**config.mk**
```make
export PLATFORM = sky130hd
export DESIGN_NAME = base64_decoder_top
export DESIGN_NICKNAME = d
export VERILOG_FILES = /design/src/rtl/b64d_pkg.sv /design/src/rtl/base64_decoder_top.sv /design/src/rtl/b64d_front.sv /design/src/rtl/b64d_queue.sv /design/src/rtl/b64d_back.sv
export SDC_FILE = /design/constraint.sdc
export NUM_CORES = 1
export LEC_CHECK = 0
export BUFFER_PORTS_ARGS = -buffer_cell sky130_fd_sc_hd__buf_2
export CAP_MARGIN = 20
export CORE_MARGIN = 8
export CORE_UTILIZATION = 55
export CTS_CLUSTER_DIAMETER = 40
export DETAILED_ROUTE_END_ITERATION = 6
export PLACE_DENSITY_LB_ADDON = 0.12
export SLEW_MARGIN = 40
export SYNTH_ARGS = -nofsm -noshare
export SYNTH_HDL_FRONTEND = slang
export SYNTH_SLANG_ARGS = --single-unit
```
**constraint.sdc**
```tcl
create_clock -name clk -period 2.1 [get_ports clk]
set_clock_uncertainty 0.05 [all_clocks]
set_input_delay 0.42 -clock clk [delete_from_list [all_inputs] [get_ports clk]]
set_output_delay 0.42 -clock clk [all_outputs]
set_load 0.005 [all_outputs]
```
**src/rtl/b64d_pkg.sv**
```systemverilog
// Package with the shared types and constants of the base64 decoder.
package b64d_pkg;

    localparam int QueueDepth = 2;
    localparam int QueuePtrWidth = $clog2(QueueDepth);
    localparam int QueueCountWidth = $clog2(QueueDepth + 1);

    typedef enum logic [1:0] {
        STATUS_DATA    = 2'd0,
        STATUS_END     = 2'd1,
        STATUS_INVALID = 2'd2
    } status_t;

    typedef enum logic [1:0] {
        CLASS_SPACE,
        CLASS_PAD,
        CLASS_SEXTET,
        CLASS_INVALID
    } char_class_t;

    typedef struct packed {
        logic [7:0] char_code;
        logic       end_of_message;
    } char_item_t;

    typedef struct packed {
        logic [7:0] data_byte;
        status_t    status;
        logic       message_done;
    } result_item_t;

    typedef struct packed {
        char_class_t char_class;
        logic [5:0]  sextet;
        logic        last;
    } queue_entry_t;

    typedef struct packed {
        logic         valid;
        queue_entry_t entry;
    } queue_head_t;

endpackage

```
**src/rtl/base64_decoder_top.sv**
```systemverilog
// Top level of the streaming base64 decoder.
// A character's result passes through the queue register and then the output register before it appears.
// Throughput: one character per cycle, sustained while the result side does not stall.
// The two-entry queue holds up to two characters while a result waits to be taken.
// Reset clears the accumulator, the pad and error flags, the queue and the output valid flag.
module base64_decoder_top (
    input  logic                   clk,
    input  logic                   rst_n,
    input  logic                   char_valid,
    output logic                   char_stall,
    input  b64d_pkg::char_item_t   char_item,
    output logic                   result_valid,
    input  logic                   result_stall,
    output b64d_pkg::result_item_t result_item
);

    logic                   queue_full;
    logic                   push;
    logic                   pop;
    b64d_pkg::queue_entry_t push_entry;
    b64d_pkg::queue_head_t  head;

    b64d_front u_front (
        .char_valid (char_valid),
        .char_stall (char_stall),
        .char_item  (char_item),
        .queue_full (queue_full),
        .push       (push),
        .push_entry (push_entry)
    );

    b64d_queue u_queue (
        .clk        (clk),
        .rst_n      (rst_n),
        .push       (push),
        .push_entry (push_entry),
        .full       (queue_full),
        .pop        (pop),
        .head       (head)
    );

    b64d_back u_back (
        .clk          (clk),
        .rst_n        (rst_n),
        .head         (head),
        .pop          (pop),
        .result_valid (result_valid),
        .result_stall (result_stall),
        .result_item  (result_item)
    );

endmodule

```
**src/rtl/b64d_front.sv**
```systemverilog
// Front end: accepts characters, classifies them and pushes them into the queue.
module b64d_front (
    input  logic                   char_valid,
    output logic                   char_stall,
    input  b64d_pkg::char_item_t   char_item,
    input  logic                   queue_full,
    output logic                   push,
    output b64d_pkg::queue_entry_t push_entry
);

    logic [7:0] c;

    assign c = char_item.char_code;
    assign char_stall = queue_full;
    assign push = char_valid && !queue_full;

    always_comb
    begin
        push_entry.last = char_item.end_of_message;
        push_entry.sextet = 6'd0;
        push_entry.char_class = b64d_pkg::CLASS_INVALID;
        if ((c >= 8'd9 && c <= 8'd13) || c == 8'd32)
        begin
            push_entry.char_class = b64d_pkg::CLASS_SPACE;
        end
        else if (c == 8'd61)
        begin
            push_entry.char_class = b64d_pkg::CLASS_PAD;
        end
        else if (c >= 8'd65 && c <= 8'd90)
        begin
            push_entry.char_class = b64d_pkg::CLASS_SEXTET;
            push_entry.sextet = 6'(c - 8'd65);
        end
        else if (c >= 8'd97 && c <= 8'd122)
        begin
            push_entry.char_class = b64d_pkg::CLASS_SEXTET;
            push_entry.sextet = 6'(c - 8'd71);
        end
        else if (c >= 8'd48 && c <= 8'd57)
        begin
            push_entry.char_class = b64d_pkg::CLASS_SEXTET;
            push_entry.sextet = 6'(c + 8'd4);
        end
        else if (c == 8'd43)
        begin
            push_entry.char_class = b64d_pkg::CLASS_SEXTET;
            push_entry.sextet = 6'd62;
        end
        else if (c == 8'd47)
        begin
            push_entry.char_class = b64d_pkg::CLASS_SEXTET;
            push_entry.sextet = 6'd63;
        end
    end

endmodule

```
**src/rtl/b64d_queue.sv**
```systemverilog
// Short queue of classified characters between the front end and the back end.
module b64d_queue (
    input  logic                   clk,
    input  logic                   rst_n,
    input  logic                   push,
    input  b64d_pkg::queue_entry_t push_entry,
    output logic                   full,
    input  logic                   pop,
    output b64d_pkg::queue_head_t  head
);

    b64d_pkg::queue_entry_t entry_reg [b64d_pkg::QueueDepth];
    logic [b64d_pkg::QueuePtrWidth-1:0]   wr_ptr_reg, wr_ptr_next;
    logic [b64d_pkg::QueuePtrWidth-1:0]   rd_ptr_reg, rd_ptr_next;
    logic [b64d_pkg::QueueCountWidth-1:0] count_reg, count_next;

    assign full = (count_reg == b64d_pkg::QueueCountWidth'(b64d_pkg::QueueDepth));
    assign head.valid = (count_reg != '0);
    assign head.entry = entry_reg[rd_ptr_reg];

    always_comb
    begin
        wr_ptr_next = wr_ptr_reg;
        rd_ptr_next = rd_ptr_reg;
        count_next = count_reg;
        if (push)
        begin
            wr_ptr_next = (wr_ptr_reg == b64d_pkg::QueuePtrWidth'(b64d_pkg::QueueDepth - 1))
                ? '0 : wr_ptr_reg + 1'b1;
        end
        if (pop)
        begin
            rd_ptr_next = (rd_ptr_reg == b64d_pkg::QueuePtrWidth'(b64d_pkg::QueueDepth - 1))
                ? '0 : rd_ptr_reg + 1'b1;
        end
        if (push && !pop)
        begin
            count_next = count_reg + 1'b1;
        end
        else if (pop && !push)
        begin
            count_next = count_reg - 1'b1;
        end
    end

    always_ff @(posedge clk or negedge rst_n)
    begin
        if (!rst_n)
        begin
            wr_ptr_reg <= '0;
            rd_ptr_reg <= '0;
            count_reg <= '0;
        end
        else
        begin
            wr_ptr_reg <= wr_ptr_next;
            rd_ptr_reg <= rd_ptr_next;
            count_reg <= count_next;
        end
    end

    always_ff @(posedge clk)
    begin
        if (push)
        begin
            entry_reg[wr_ptr_reg] <= push_entry;
        end
    end

endmodule

```
**src/rtl/b64d_back.sv**
```systemverilog
// Back end: runs the bit accumulator and holds the result in an output register.
module b64d_back (
    input  logic                    clk,
    input  logic                    rst_n,
    input  b64d_pkg::queue_head_t   head,
    output logic                    pop,
    output logic                    result_valid,
    input  logic                    result_stall,
    output b64d_pkg::result_item_t  result_item
);

    logic [11:0] acc_reg, acc_next;
    logic [3:0]  pending_reg, pending_next;
    logic        pad_reg, pad_next;
    logic        err_reg, err_next;
    logic        out_valid_reg, out_valid_next;
    b64d_pkg::result_item_t out_reg, out_next;

    logic [11:0] acc_shift;
    logic [3:0]  pending_sum;
    logic [7:0]  byte_sel;
    logic        have;

    assign pop = head.valid && (!out_valid_reg || !result_stall);
    assign result_valid = out_valid_reg;
    assign result_item = out_reg;
    assign acc_shift = {acc_reg[5:0], head.entry.sextet};
    assign pending_sum = pending_reg + 4'd6;

    always_comb
    begin
        unique case (pending_sum)
            4'd10:   byte_sel = acc_shift[9:2];
            4'd12:   byte_sel = acc_shift[11:4];
            default: byte_sel = acc_shift[7:0];
        endcase
    end

    always_comb
    begin
        acc_next = acc_reg;
        pending_next = pending_reg;
        pad_next = pad_reg;
        err_next = err_reg;
        out_next = out_reg;
        out_valid_next = out_valid_reg && result_stall;
        have = 1'b0;
        if (pop)
        begin
            out_next.data_byte = 8'd0;
            out_next.status = b64d_pkg::STATUS_END;
            out_next.message_done = head.entry.last;
            if (!pad_reg && !err_reg)
            begin
                unique case (head.entry.char_class)
                    b64d_pkg::CLASS_SPACE:
                    begin
                    end
                    b64d_pkg::CLASS_PAD:
                    begin
                        pad_next = 1'b1;
                    end
                    b64d_pkg::CLASS_INVALID:
                    begin
                        err_next = 1'b1;
                        have = 1'b1;
                        out_next.status = b64d_pkg::STATUS_INVALID;
                    end
                    b64d_pkg::CLASS_SEXTET:
                    begin
                        acc_next = acc_shift;
                        pending_next = pending_sum;
                        if (pending_sum >= 4'd8)
                        begin
                            pending_next = pending_sum - 4'd8;
                            have = 1'b1;
                            out_next.status = b64d_pkg::STATUS_DATA;
                            out_next.data_byte = byte_sel;
                        end
                    end
                    default:
                    begin
                    end
                endcase
            end
            if (head.entry.last)
            begin
                acc_next = 12'd0;
                pending_next = 4'd0;
                pad_next = 1'b0;
                err_next = 1'b0;
                have = 1'b1;
            end
            out_valid_next = have;
        end
    end

    always_ff @(posedge clk or negedge rst_n)
    begin
        if (!rst_n)
        begin
            acc_reg <= '0;
            pending_reg <= '0;
            pad_reg <= 1'b0;
            err_reg <= 1'b0;
            out_valid_reg <= 1'b0;
        end
        else
        begin
            acc_reg <= acc_next;
            pending_reg <= pending_next;
            pad_reg <= pad_next;
            err_reg <= err_next;
            out_valid_reg <= out_valid_next;
        end
    end

    always_ff @(posedge clk)
    begin
        out_reg <= out_next;
    end

endmodule

```
==> results.py <==
metrics = {
    "cts": {
        "post_cts_buffers": 0,
        "clock-sinks": 45,
        "ctsResizeCount": 0,
        "cts_max_level": 2,
        "clock_latency_ps": 280,
        "clock_tree.root_cell": "clkbuf_8",
        "cts_buffers": 5,
        "clock_path_buffers": 2,
        "tritoncts": "done",
        "ctsHoldBuffers": 0,
        "cts.clk_slew.worst_paths_ps": 80,
    },
    "sta": {
        "slew_headroom": 0.6849,
        "min_period_over_period": 0.9215,
        "period_needed_ps": 1935,
        "whs_ps": -4.415,
        "setup_slack_ps": 164.8,
        "rsz0062_at_grt": "no",
        "drv_slew": 0,
        "hold_viol_final": 2,
        "fmax_ghz": 0.5167,
        "setup_viol_count_final": 0,
        "worst_slew_pin_slew_ps": 472.7,
    },
    "routing": {
        "drt_first_pass_iters": 4,
        "via_per_inst": 5.494,
        "drtIter0Drc": 66,
        "remaining_drc_errors": 0,
        "wl_per_cell_um": 14.42,
        "routed_wl_mm": 4.643,
        "vias": 1769,
        "ant_nets": 0,
    },
    "floorplan": {
        "ios": 26,
        "die_w_um": 83.94,
        "num_rows": 24,
        "coreArea_um2": 4414,
        "die_height_um": 83.94,
        "start_util": 0.5751,
        "die_area_um2": 7046,
    },
    "pwr": {
        "leakagePower_nw": 1.263,
        "peakVddDrop_v": 0.0005413,
        "finalPower_w": 0.003443,
        "power.density_nw_per_um2": 1152,
    },
    "worst_hold_path": {
        "min_path_type": "input pin to asynchronous set/reset pin",
    },
    "yosys": {
        "synth.lib_cells_used.distinct": 55,
        "yosys.cell_count.top_type": "edfxtp_1",
        "yosys_warnings": 0,
        "synth_edf_count": 29,
        "syn_nets": 244,
        "synth_area_leaders": "edfxtp_1, dfrtp_1, ha_1",
        "synth_seq_cells": 45,
        "synth_area_um2": 2539,
        "ys.flop_type": "edfxtp_1",
        "synth_top_area_share": 0.3430,
        "syn_avg_cell_area_um2": 11.59,
        "synth_top_cell_by_area": "edfxtp_1",
        "postSynthCellCount": 219,
        "async_flop_share": 0.3556,
        "synthTopCellsByCount": "edfxtp_1, inv_1, dfrtp_1, a21oi_1, nand2_1",
        "ys_seq_area_frac": 0.5007,
    },
    "cells_and_area": {
        "largest_reg_flops": 18,
        "fin_util": 0.6772,
        "num_antenna_cells": 0,
        "design_area_um2": 2989,
        "multiInputGateArea_um2": 1181,
        "nFillCells": 341,
        "seqCellArea_um2": 1271,
        "area_growth_pct": 17.74,
        "layout-drive-gt1-share": 0.3259,
        "nets": 295,
    },
    "global_routing": {
        "grt_max_degree": 17,
        "grt_pass1_wl_mm": 8.183,
        "antenna_found_initial": 0,
        "grt_overflow": 0,
        "grt_pass1_vias": 1861,
        "grt.total_usage": 0.1383,
    },
    "worst_setup_path": {
        "startpoint": "u_back.pending_reg[1]$_DFFE_PN0P_",
        "rrSetupSlack_ps": 160,
        "cp-start-kind": "register",
        "critical_path_class": "register to register",
        "cp-end-kind": "register",
        "cp.arrival_ps": 1910,
        "reg2regPathDepth": 7,
        "r2r-end": "u_back.result_item[8]$_SDFFCE_PN0P_",
        "critPathMaxFanout": 11,
        "crit_required_ps": 2080,
        "critPathCapture": "u_back.result_item[8]$_SDFFCE_PN0P_",
        "r2r-start": "u_back.pending_reg[1]$_DFFE_PN0P_",
    },
    "placed_design": {
        "pre_cts_ws_ps": -207.8,
        "hpwl_mm": 3.573,
        "finalWeightedCongestion": 0.8222,
        "postPlaceCellArea_um2": 2877,
        "numPortBuffers": 25,
    },
    "outcome": {
        "status": "complete, but fails checks",
        "violations": "hold timing",
    },
    "flow_run": {
        "cap_viol_max_count": 0,
    },
}
-- area by class of cell --
| class | count | area share |
|---|---|---|
| clock buffers | 6 | 0.02428 |
| multi-input cells | 148 | 0.3951 |
| repair buffers | 52 | 0.1097 |
| well taps | 52 | 0.02177 |
| flip-flops and latches | 45 | 0.4253 |
| inverters | 18 | 0.02260 |
| clock inverters | 1 | 0.001256 |
-- power by group --
part	internal, W	total, W	leakage (nW)	switching [W]
sequential	0.00134	0.00150	0.486	0.000165
combinational	0.000660	0.00147	0.739	0.000806
clock	0.000224	0.000474	0.0387	0.000250
total	0.00222	0.00344	1.26	0.00122
-- placed cells by master (no fill, tap or decap), types with 2 or more instances in the layout --
master / count
nor3_1: 3
dfrtp_1: 16
o2bb2ai_1: 7
a221oi_2: 2
mux2i_1: 7
edfxtp_1: 29
ha_1: 12
mux2_2: 6
o21ai_2: 2
inv_1: 17
a221oi_1: 2
clkbuf_8: 5
buf_2: 25
a22oi_1: 8
a21oi_1: 15
nand2_1: 14
nand2b_1: 4
or3_1: 3
o211ai_1: 2
and3_1: 2
xnor2_1: 7
buf_4: 27
nor2_2: 2
nand3_1: 3
nor2_1: 12
o21ai_0: 3
xor2_1: 3
-- per-layer routing --
metal  global-route usage  vias to the layer above  routed length [um]
li1                     -                      894                   -
met1               0.1521                      837                2049
met2               0.2456                       36                2375
met3              0.04102                        2                 177
met4              0.04710                        0                  40
met5                    0                        -                   0
-- cells by family after synthesis --
| kind of cell | after synthesis | share of synthesized area |
|---|---|---|
| fa+ha+maj | 12 | 0.05914 |
| compound gates | 55 | 0.1735 |
| flops | 45 | 0.5007 |
| simple gates | 57 | 0.1222 |
| buf+inv | 26 | 0.05224 |
| xor+xnor | 11 | 0.03795 |
| mux | 13 | 0.05421 |
-- worst max-delay path: stages (launching register included) --
cell	delay [ps]
dfrtp_1	350
inv_1	60
ha_1	220
xor2_2	220
nor3b_4	400
nor2_1	200
nand2_1	110
a21oi_1	70
-- worst min path at each step --
stage / start / endpoint / slack [ps] / cells after the start
finish: rst_n / u_back.err_reg$_DFFE_PN0P_ / -4 / 1
global route: rst_n / u_back.acc_reg[5]$_DFFE_PN0P_ / 20 / 1
floorplan: rst_n / u_back.acc_reg[0]$_DFFE_PN0P_ / 70 / 0
detailed placement: rst_n / u_back.err_reg$_DFFE_PN0P_ / 320 / 1
CTS: rst_n / u_back.acc_reg[3]$_DFFE_PN0P_ / 10 / 1
global placement: rst_n / u_back.err_reg$_DFFE_PN0P_ / 310 / 1
-- metrics by stage --
| stage | setup TNS [ps] | std cells |
|---|---|---|
| floorplan | 0 | 219 |
| global placement | -2814 | 315 |
| detailed placement | -1867 | 315 |
| CTS | 0 | 322 |
| global route | 0 | 322 |
| finish | 0 | 322 |
Power figures use the tool's default switching activity.
